<file path="config.mk">
export PLATFORM = sky130hd
export DESIGN_NAME = cep_ctrl
export DESIGN_NICKNAME = d
export VERILOG_FILES = /design/src/design/cep_pkg.sv /design/src/design/cep_ctrl.sv
export SDC_FILE = /design/constraint.sdc
export NUM_CORES = 1
export LEC_CHECK = 0
export BUFFER_PORTS_ARGS = -buffer_cell sky130_fd_sc_hd__buf_2
export CELL_PAD_IN_SITES_DETAIL_PLACEMENT = 2
export CELL_PAD_IN_SITES_GLOBAL_PLACEMENT = 2
export CORE_MARGIN = 2
export CORE_UTILIZATION = 32
export DETAILED_ROUTE_END_ITERATION = 12
export PLACE_DENSITY = 0.77
export SLEW_MARGIN = 20
export SYNTH_ARGS = -nofsm -noshare
export SYNTH_HDL_FRONTEND = slang
export SYNTH_SLANG_ARGS = --single-unit
</file>
<file path="constraint.sdc">
create_clock -name clk -period 3 [get_ports clk]
set_clock_uncertainty 0.05 [all_clocks]
set_input_delay 0.75 -clock clk [delete_from_list [all_inputs] [get_ports clk]]
set_output_delay 0.75 -clock clk [all_outputs]
set_load 0.05 [all_outputs]
</file>
<file path="src/design/cep_pkg.sv">
// ---------------------------------------------------------------------------
// Circle event point package
// Widths, command and status types and the output clamp shared by the core.
// ---------------------------------------------------------------------------
package cep_pkg;

    localparam int SITE_COUNT = 256;
    localparam int COORD_BITS = 16;
    localparam int FRAC_BITS  = 8;

    // Fixed port widths
    localparam int IDX_BITS  = 8;
    localparam int LOAD_BITS = 16;
    localparam int OUT_BITS  = 32;

    localparam int ADDR_BITS = (SITE_COUNT > 1) ? $clog2(SITE_COUNT) : 1;

    // Datapath widths, all following from the coordinate and fraction widths
    localparam int DIFF_W  = COORD_BITS + 1;
    localparam int SUMSQ_W = 2 * COORD_BITS + 1;
    localparam int ACC_W   = SUMSQ_W + DIFF_W;
    localparam int DEN_W   = 2 * COORD_BITS + 4;
    localparam int NUM_W   = ACC_W + FRAC_BITS;
    localparam int QUO_W   = NUM_W + 1;
    localparam int EXT_W   = QUO_W + 1;
    localparam int MAG_W   = QUO_W;
    localparam int RAD_W   = 2 * QUO_W + 2;
    localparam int ROOT_W  = QUO_W + 1;
    localparam int REM_W   = QUO_W + 4;
    localparam int BOT_W   = QUO_W + 2;

    // Sequencer step counts
    localparam int SITE_READS = 3;
    localparam int READ_STEPS = SITE_READS + 1;
    localparam int MAC_STEPS  = 12;
    localparam int DIV_STEPS  = NUM_W;
    localparam int SQ_STEPS   = MAG_W;
    localparam int RT_STEPS   = ROOT_W;
    localparam int CNT_W      = $clog2(RT_STEPS + 1);

    typedef enum logic {
        OP_LOAD = 1'b0,
        OP_EVAL = 1'b1
    } op_t;

    typedef enum logic [1:0] {
        SITE_FIRST  = 2'd0,
        SITE_SECOND = 2'd1,
        SITE_THIRD  = 2'd2
    } site_sel_t;

    // Multiply-accumulate schedule: pairs of products per stored term
    typedef enum logic [3:0] {
        MAC_S1A = 4'd0,
        MAC_S1B = 4'd1,
        MAC_S2A = 4'd2,
        MAC_S2B = 4'd3,
        MAC_DFA = 4'd4,
        MAC_DFB = 4'd5,
        MAC_DGA = 4'd6,
        MAC_DGB = 4'd7,
        MAC_NFA = 4'd8,
        MAC_NFB = 4'd9,
        MAC_NGA = 4'd10,
        MAC_NGB = 4'd11
    } mac_op_t;

    typedef struct packed {
        logic      load_we;
        logic      latch_idx;
        logic      rd_en;
        site_sel_t rd_site;
        logic      cap_en;
        site_sel_t cap_site;
        logic      mac_en;
        mac_op_t   mac_op;
        logic      div_init;
        logic      div_step;
        logic      hk_load;
        logic      sq_init;
        logic      sq_step;
        logic      rt_step;
        logic      out_load;
    } cmd_t;

    typedef struct packed {
        logic degen;
    } status_t;

    // Returns {clamped, value}
    function automatic logic [OUT_BITS:0] clamp_out(input logic signed [BOT_W-1:0] v);
        logic [BOT_W-OUT_BITS:0] top;
        logic [OUT_BITS:0]       res;
        top = v[BOT_W-1:OUT_BITS-1];
        if (top == '0 || top == '1) begin
            res = {1'b0, v[OUT_BITS-1:0]};
        end
        else if (v[BOT_W-1]) begin
            res = {1'b1, 1'b1, {(OUT_BITS-1){1'b0}}};
        end
        else begin
            res = {1'b1, 1'b0, {(OUT_BITS-1){1'b1}}};
        end
        return res;
    endfunction

endpackage

</file>
<file path="src/design/cep_ctrl.sv">
// ---------------------------------------------------------------------------
// Circle event point controller
// Handshake control and the step sequencer driving the datapath.
// ---------------------------------------------------------------------------
module cep_ctrl (
    input  logic                clk,
    input  logic                rst_n,
    input  logic                in_valid,
    input  logic                operation,
    input  logic                out_stall,
    input  cep_pkg::status_t    status,
    output logic                in_stall,
    output logic                out_valid,
    output cep_pkg::cmd_t       cmd
);

    typedef enum logic [9:0] {
        ST_IDLE  = 10'b0000000001,
        ST_READ  = 10'b0000000010,
        ST_MAC   = 10'b0000000100,
        ST_CHECK = 10'b0000001000,
        ST_DIV   = 10'b0000010000,
        ST_HK    = 10'b0000100000,
        ST_SQI   = 10'b0001000000,
        ST_SQR   = 10'b0010000000,
        ST_ROOT  = 10'b0100000000,
        ST_FIN   = 10'b1000000000
    } state_t;

    state_t                      state_reg, state_next;
    logic [cep_pkg::CNT_W-1:0]   cnt_reg, cnt_next;
    logic                        out_valid_reg, out_valid_next;
    logic                        accept;
    logic                        out_free;
    logic [1:0]                  cap_code;

    assign in_stall  = (state_reg != ST_IDLE);
    assign out_valid = out_valid_reg;
    assign accept    = in_valid && (state_reg == ST_IDLE);
    assign out_free  = !out_valid_reg || !out_stall;
    assign cap_code  = cnt_reg[1:0] - 2'd1;

    always_comb
    begin
        state_next = state_reg;
        cnt_next   = '0;
        cmd        = '0;
        cmd.rd_site  = cep_pkg::SITE_FIRST;
        cmd.cap_site = cep_pkg::SITE_FIRST;
        cmd.mac_op   = cep_pkg::MAC_S1A;
        case (state_reg)
            ST_IDLE:
            begin
                if (accept) begin
                    if (operation == cep_pkg::OP_EVAL) begin
                        cmd.latch_idx = 1'b1;
                        state_next    = ST_READ;
                    end
                    else begin
                        cmd.load_we = 1'b1;
                    end
                end
            end
            ST_READ:
            begin
                if (cnt_reg < cep_pkg::CNT_W'(cep_pkg::SITE_READS)) begin
                    cmd.rd_en   = 1'b1;
                    cmd.rd_site = cep_pkg::site_sel_t'(cnt_reg[1:0]);
                end
                if (cnt_reg != '0) begin
                    cmd.cap_en   = 1'b1;
                    cmd.cap_site = cep_pkg::site_sel_t'(cap_code);
                end
                if (cnt_reg == cep_pkg::CNT_W'(cep_pkg::READ_STEPS - 1)) begin
                    state_next = ST_MAC;
                end
                else begin
                    cnt_next = cnt_reg + 1'b1;
                end
            end
            ST_MAC:
            begin
                cmd.mac_en = 1'b1;
                cmd.mac_op = cep_pkg::mac_op_t'(cnt_reg[3:0]);
                if (cnt_reg == cep_pkg::CNT_W'(cep_pkg::MAC_STEPS - 1)) begin
                    state_next = ST_CHECK;
                end
                else begin
                    cnt_next = cnt_reg + 1'b1;
                end
            end
            ST_CHECK:
            begin
                // collinear or repeated sites skip straight to the result
                if (status.degen) begin
                    state_next = ST_FIN;
                end
                else begin
                    cmd.div_init = 1'b1;
                    state_next   = ST_DIV;
                end
            end
            ST_DIV:
            begin
                cmd.div_step = 1'b1;
                if (cnt_reg == cep_pkg::CNT_W'(cep_pkg::DIV_STEPS - 1)) begin
                    state_next = ST_HK;
                end
                else begin
                    cnt_next = cnt_reg + 1'b1;
                end
            end
            ST_HK:
            begin
                cmd.hk_load = 1'b1;
                state_next  = ST_SQI;
            end
            ST_SQI:
            begin
                cmd.sq_init = 1'b1;
                state_next  = ST_SQR;
            end
            ST_SQR:
            begin
                cmd.sq_step = 1'b1;
                if (cnt_reg == cep_pkg::CNT_W'(cep_pkg::SQ_STEPS - 1)) begin
                    state_next = ST_ROOT;
                end
                else begin
                    cnt_next = cnt_reg + 1'b1;
                end
            end
            ST_ROOT:
            begin
                cmd.rt_step = 1'b1;
                if (cnt_reg == cep_pkg::CNT_W'(cep_pkg::RT_STEPS - 1)) begin
                    state_next = ST_FIN;
                end
                else begin
                    cnt_next = cnt_reg + 1'b1;
                end
            end
            ST_FIN:
            begin
                // hold until the output register is free
                if (out_free) begin
                    cmd.out_load = 1'b1;
                    state_next   = ST_IDLE;
                end
            end
            default:
            begin
                state_next = ST_IDLE;
            end
        endcase
    end

    always_comb
    begin
        out_valid_next = out_valid_reg;
        if (cmd.out_load) begin
            out_valid_next = 1'b1;
        end
        else if (out_valid_reg && !out_stall) begin
            out_valid_next = 1'b0;
        end
    end

    always_ff @(posedge clk or negedge rst_n)
    begin
        if (!rst_n) begin
            state_reg     <= ST_IDLE;
            cnt_reg       <= '0;
            out_valid_reg <= 1'b0;
        end
        else begin
            state_reg     <= state_next;
            cnt_reg       <= cnt_next;
            out_valid_reg <= out_valid_next;
        end
    end

endmodule

</file>
==> results_dict.tcl, run 1 <==
set metrics [dict create \
    synthesized_area_per_cell_um2 9.22 \
    first_drt_iteration_drcs 22 \
    ctsRootBufferMaster "sky130_fd_sc_hd__clkbuf_8" \
    cts_max_level 1 \
    layout_min_cycle_time_ns 2.99 \
    clk_path_buf_depth 2 \
    cts_hold_repair.buffers 0 \
    finalMaxSlewViolations 0 \
    global_route.usage.met3 0.0257 \
    fp.dieW_um 65.4 \
    worst-slew-pin-transition_ns 0.449 \
    hold_violations 0 \
    grt-ovfl-total 0 \
    power_leakage_uw 0.000846 \
    maximum_number_of_pins_on_one_net_before_global_route_repair 18 \
    core_area_mm2 0.00363 \
    antenna-diode-count 0 \
    grt_pass1_wl_mm 6.31 \
    setup.worst_path.end_class "output port" \
    worst-endpoint-required_ns 2.20 \
    vdd.ir_drop.worst_mv 0.219 \
    crit_path_max_fanout 5 \
    part_of_the_yosys_area_used_for_sequential_elements 0.353 \
    max_slew_margin 0.699 \
    clkSlewWorstSetupHoldPaths_ns 0.07 \
    hold_ws_ns 0.356 \
    final_ant_viol_nets 0 \
    synth_nets 141 \
    synthToLayoutAreaGrowth_pct 36.0 \
    wire_per_inst_um 18.3 \
    numPortBuffers 27 \
    initial_core_util 0.332 \
    die_y_um 65.4 \
    layout-drive-gt1-share 0.407 \
    globalRouteTotalUtil 0.195 \
    ys_types 44 \
    grt_setup_unrepaired "true" \
    drt_pass1_iterations 4 \
    number_of_i_o_pins 28 \
    post-dp-hpwl_mm 2.86 \
    grtUsageMet1 0.236 \
    mostFrequentLayoutCell "sky130_fd_sc_hd__buf_4" \
    num_rows 22 \
    tritoncts "built" \
    fin_nets 178 \
    synth_area_mm2 0.00121 \
    floorplan.die_area_mm2 0.00428 \
    drv_cap 0 \
    worst_path_arrival_ns 2.19 \
    synth_top_area_frac 0.332 \
    fmaxAchievable_ghz 0.334 \
    postSynthRegisterBits 17 \
    timing.final.crit_share 0.997 \
    power_dens_cells_mw_per_mm2 604 \
    synth_warn 0 \
    status "finished, final reports clean" \
    finalSetupTns_ns 0 \
    clk-insertion-delay-late_ns 0.27 \
    tritoncts_num_sinks 17 \
    yosys.area.top_type "sky130_fd_sc_hd__dfrtp_1" \
    vias_per_cell 5.22 \
    gp_congestion 0.864 \
    globalRoute.busiestLayer "met2" \
    worst_hold_path_type "in2async" \
    syn_inst 131 \
    setup.worst_path.class "reg2out" \
    globalRouteMet2Util 0.355 \
    vias_in_the_first_global_route 1245 \
    timing.critical_path.from_type "flip-flop" \
    routed-via-count 1123 \
    largest_register_ffs 10 \
    finalSetupViolCount 0 \
    totalWireLength_mm 3.93 \
    yosys-top-cells-area "sky130_fd_sc_hd__dfrtp_1 (33%), sky130_fd_sc_hd__and2_1 (5.7%), sky130_fd_sc_hd__nor2_1 (4.4%)" \
    mostFrequentLayoutCells "sky130_fd_sc_hd__buf_4 (17), sky130_fd_sc_hd__dfrtp_1 (13), sky130_fd_sc_hd__nor2_1 (11), sky130_fd_sc_hd__nand2_1 (11), sky130_fd_sc_hd__buf_2 (10)" \
    drc 0 \
    initial_antenna_violation_count 0 \
    cts_inserted_buffers 3 \
]
routing by layer:
metal	vias to the layer above	part of all wire
met2	22	0.52
met3	5	0.030
met1	565	0.43
met5	-	0
li1	531	-
met4	0	0.015
cell families (layout without fill, tap and decap cells):
group                    count (synthesis)  in the layout  synth area share
XOR/XNOR                                 6              6            0.0435
flip-flops                              17             17             0.353
AND/OR/NAND/NOR                         70             70             0.399
AO/OA/AOI/OAI                           22             22             0.115
buffers and inverters                   12             48            0.0477
adder cells (fa/ha/maj)                  4              4            0.0415
final timing paths:
check                        startpoint           end  slack (ns)  cells past startpoint
max reg2reg                  cnt_reg[0]    cnt_reg[1]        0.64                      7
min in group clk              out_valid     out_valid        0.48                      2
min                               rst_n  state_reg[6]        0.36                      1
min reg2reg                   out_valid     out_valid        0.48                      2
max in group asynchronous         rst_n  state_reg[0]        2.22                      1
max                        state_reg[9]       cmd[18]       0.009                      5
power by group:
| group | leakage, uW | total (uW) | switching [uW] | internal (uW) |
|---|---|---|---|---|
| clock | 0.0000255 | 185 | 92.5 | 92.9 |
| combinational | 0.000592 | 526 | 311 | 215 |
| sequential | 0.000228 | 281 | 28.2 | 253 |
final cells by class:
cell class | instances | area (um2)
clock buffers | 3 | 41.3
well taps | 48 | 60.1
inverters | 7 | 28.8
fillers | 413 | 1990
repair buffers | 37 | 305
multi-input cells | 102 | 771
clock inverters | 1 | 5.00
flip-flops and latches | 17 | 430
timing repair:
item,in CTS,in global routing
setup endpoints to repair,8,13
buffers inserted,0,7
pin swaps,0,7
resized for setup,8,45
worst max-delay path: stages (launching register included):
cell and delay, ns:
sky130_fd_sc_hd__dfrtp_1 0.45, sky130_fd_sc_hd__or4_4 0.59, sky130_fd_sc_hd__nor4_4 0.28, sky130_fd_sc_hd__and3_4 0.27, sky130_fd_sc_hd__and3_4 0.20, sky130_fd_sc_hd__buf_8 0.14
per-stage QoR:
step / cells / instance area (um2) / setup WS (ns) / util / total power [uW]
floorplan: 131 / 1220 / -0.0335 / - / 625
global placement: 204 / 1410 / 0.295 / 0.387 / 715
detailed placement: 204 / 1410 / 0.240 / 0.387 / 744
CTS: 208 / 1470 / 0.00282 / 0.405 / 935
global route: 215 / 1640 / -0.0933 / 0.452 / 1060
finish: 215 / 1640 / 0.00901 / 0.452 / 992
synth_stat cells, drive strengths merged:
cell type and instances:
xor2 4, inv 7, nor3b 1, o21ai 7, and3 5, nand2b 2, nand3b 1, o21a 1
nor3 1, o211ai 3, and2 11, ha 4, or4 4, nor4 4, o31ai 1, nand2 13
nand3 4, or2 1, or3 1, dfrtp 16, a31oi 1, dfstp 1, a21o 3, a21oi 5
nand4b 2, xnor2 2, clkbuf 2, nor4b 2, a22oi 1, nand4 1, nor2 14, nor2b 1
buf 3, and4b 2
No activity file was read; power rests on OpenSTA's default activity.
==> run 2: changes to the inputs <==
ABC_AREA = 1   (was not set)
CORE_UTILIZATION = 30   (was 32)
PLACE_DENSITY = 0.76   (was 0.77)
==> results_dict.tcl, run 2 <==
set metrics [dict create \
    status "finished, final reports clean" \
    post_cts.resized_instances 0 \
    clk_path_buf_depth 2 \
    finalSetupViolCount 0 \
    postSynthRegisterBits 17 \
    power_dens_cells_mw_per_mm2 735 \
    grt_pass1_wl_mm 7.00 \
    finalMaxSlewViolations 0 \
    place_inst 267 \
    largest_register_ffs 10 \
    maximum_number_of_pins_on_one_net_before_global_route_repair 18 \
    tritoncts_num_sinks 17 \
    worst-slew-pin-transition_ns 0.460 \
    synth_enable_flop_cells 0 \
    numPortBuffers 27 \
    core_area_mm2 0.00438 \
    timing.critical_path.from_type "flip-flop" \
    cts_max_level 1 \
    clkSlewWorstSetupHoldPaths_ns 0.08 \
    post_synth_most_frequent_cells "sky130_fd_sc_hd__nor2_1 (37), sky130_fd_sc_hd__nand2_1 (36), sky130_fd_sc_hd__inv_1 (31)" \
    slowest_cell_on_crit_path "sky130_fd_sc_hd__dfrtp_1" \
    ff2ff_path_depth 8 \
    initial_antenna_violation_count 0 \
    vias_in_the_first_global_route 1407 \
    synthMostInstantiatedCell "sky130_fd_sc_hd__nor2_1" \
    worst_hold_path_type "in2async" \
    mostFrequentLayoutCell "sky130_fd_sc_hd__nand2_1" \
    tritoncts "built" \
    globalRouteTotalUtil 0.174 \
    final_ant_viol_nets 0 \
    final_critical_path_setup_slack_ns 0.375 \
    register_area_um2 427 \
    place_ws_ns 0.634 \
    setup.worst_path.end_class "output port" \
    die_y_um 71.7 \
    part_of_the_yosys_area_used_for_sequential_elements 0.310 \
    cts_inserted_buffers 3 \
    crit_path_max_fanout 6 \
    synth-main-ff-cell "sky130_fd_sc_hd__dfrtp_1" \
    fmaxAchievable_ghz 0.381 \
    setup.worst_path.class "reg2out" \
    ys_types 23 \
    layout-drive-gt1-share 0.342 \
    fp.dieW_um 71.7 \
    yosys.area.top_type "sky130_fd_sc_hd__dfrtp_1" \
    initial_core_util 0.314 \
    hold_violations 0 \
    totalWireLength_mm 4.14 \
    finalSetupTns_ns 0 \
    wire_per_inst_um 15.3 \
    yosys-top-cells-area "sky130_fd_sc_hd__dfrtp_1 (29%), sky130_fd_sc_hd__nor2_1 (10%), sky130_fd_sc_hd__nand2_1 (9.8%)" \
    timing.final.crit_share 0.875 \
    synth_nets 199 \
    fin_nets 230 \
    antenna-diode-count 0 \
    multi_input_combinational_cell_area_um2 806 \
    synthesized_area_per_cell_um2 7.28 \
    synth_top_area_frac 0.291 \
    cts_post_setup_buffers_inserted 0 \
    vias_per_cell 4.77 \
    number_of_i_o_pins 28 \
    overall_power_uw 1190 \
    worst-endpoint-required_ns 2.20 \
    gp_congestion 0.781 \
    ctsRootBufferMaster "sky130_fd_sc_hd__clkbuf_8" \
    mostFrequentLayoutCells "sky130_fd_sc_hd__nand2_1 (36), sky130_fd_sc_hd__nor2_1 (35), sky130_fd_sc_hd__inv_1 (31)" \
    synth_area_mm2 0.00138 \
    synthToLayoutAreaGrowth_pct 17.7 \
    grt_setup_unrepaired "false" \
    cts_hold_repair.buffers 0 \
    drv_cap 0 \
    first_drt_iteration_drcs 34 \
    post-dp-hpwl_mm 3.43 \
    vdd.ir_drop.worst_mv 0.242 \
    floorplan.die_area_mm2 0.00514 \
    cells_along_the_critical_path "ha_1 > nand3_1 > nand3_2 > nor2_2 > inv_1 > nor2_1 > buf_2" \
    routed-via-count 1292 \
    clk-insertion-delay-late_ns 0.26 \
    power_leakage_uw 0.000874 \
    grt-ovfl-total 0 \
    syn_inst 189 \
    num_rows 24 \
    drt_pass1_iterations 4 \
    cp_slowest_stage_delay_ns 0.47 \
    layout_min_cycle_time_ns 2.63 \
    synth_warn 0 \
    synth-async-reset-ratio 1.00 \
    fillerInstances 546 \
    worst_path_arrival_ns 1.83 \
    drc 0 \
    instances_no_fill 271 \
    max_slew_margin 0.693 \
]
-- run 2: logic make-up (layout without fill, tap and decap cells) --
group / Yosys count / count (layout) / share of synthesized area
DFF: 17 / 17 / 0.310
adders and majority gates: 4 / 4 / 0.0364
xor gates and xnor gates: 4 / 4 / 0.0255
buffers and inverters: 38 / 68 / 0.107
AOI/OAI and AO/OA: 1 / 1 / 0.00364
and+or+nand+nor: 125 / 125 / 0.517
-- run 2: critical path, delay by kind of cell, from the launching register on --
| family | cells | cell delay (ns) |
|---|---|---|
| buffers and inverters | 2 | 0.33 |
| adder cells (fa/ha/maj) | 1 | 0.32 |
| flip-flops | 1 | 0.47 |
| AND/OR/NAND/NOR | 4 | 0.45 |
-- run 2: layout make-up --
cell class,count,share of cell area
Multi-Input combinational cell,134,0.498
Sequential cell,17,0.264
Inverter,37,0.0866
Timing Repair Buffer,27,0.0835
Tap cell,52,0.0402
Clock buffer,3,0.0255
Clock inverter,1,0.00309
-- run 2: path summary, 6_finish.rpt --
kind,from,to,slack (ns)
max in group asynchronous,rst_n,state_reg[0],2.18
min in group clk,out_valid,out_valid,0.47
max,cnt_reg[0],cmd[15],0.37
min reg2reg,out_valid,out_valid,0.47
min,rst_n,state_reg[7],0.38
max reg2reg,cnt_reg[0],state_reg[7],1.24
-- run 2: power breakdown --
group          switching (uW)  internal [uW]  total (uW)
sequential               33.6            262         295
combinational             522            186         708
clock                    94.8           92.5         187
total                     651            540        1190
-- run 2: per-layer routing --
metal / vias up / track usage / share of wire
met5: - / 0 / 0
met2: 20 / 0.343 / 0.56
met1: 637 / 0.201 / 0.41
met4: 0 / 0.0314 / 0.0046
met3: 2 / 0.0211 / 0.025
li1: 633 / - / -
-- run 2: metrics by stage --
| step | instance area [um2] | hold slack [ns] | utilization |
|---|---|---|---|
| after global placement | 1570 | 0.426 | 0.359 |
| after global routing | 1620 | 0.403 | 0.369 |
| after CTS | 1620 | 0.382 | 0.369 |
| final | 1620 | 0.382 | 0.369 |
| after floorplan | 1380 | 0.404 | - |
| after detailed placement | 1570 | 0.448 | 0.359 |
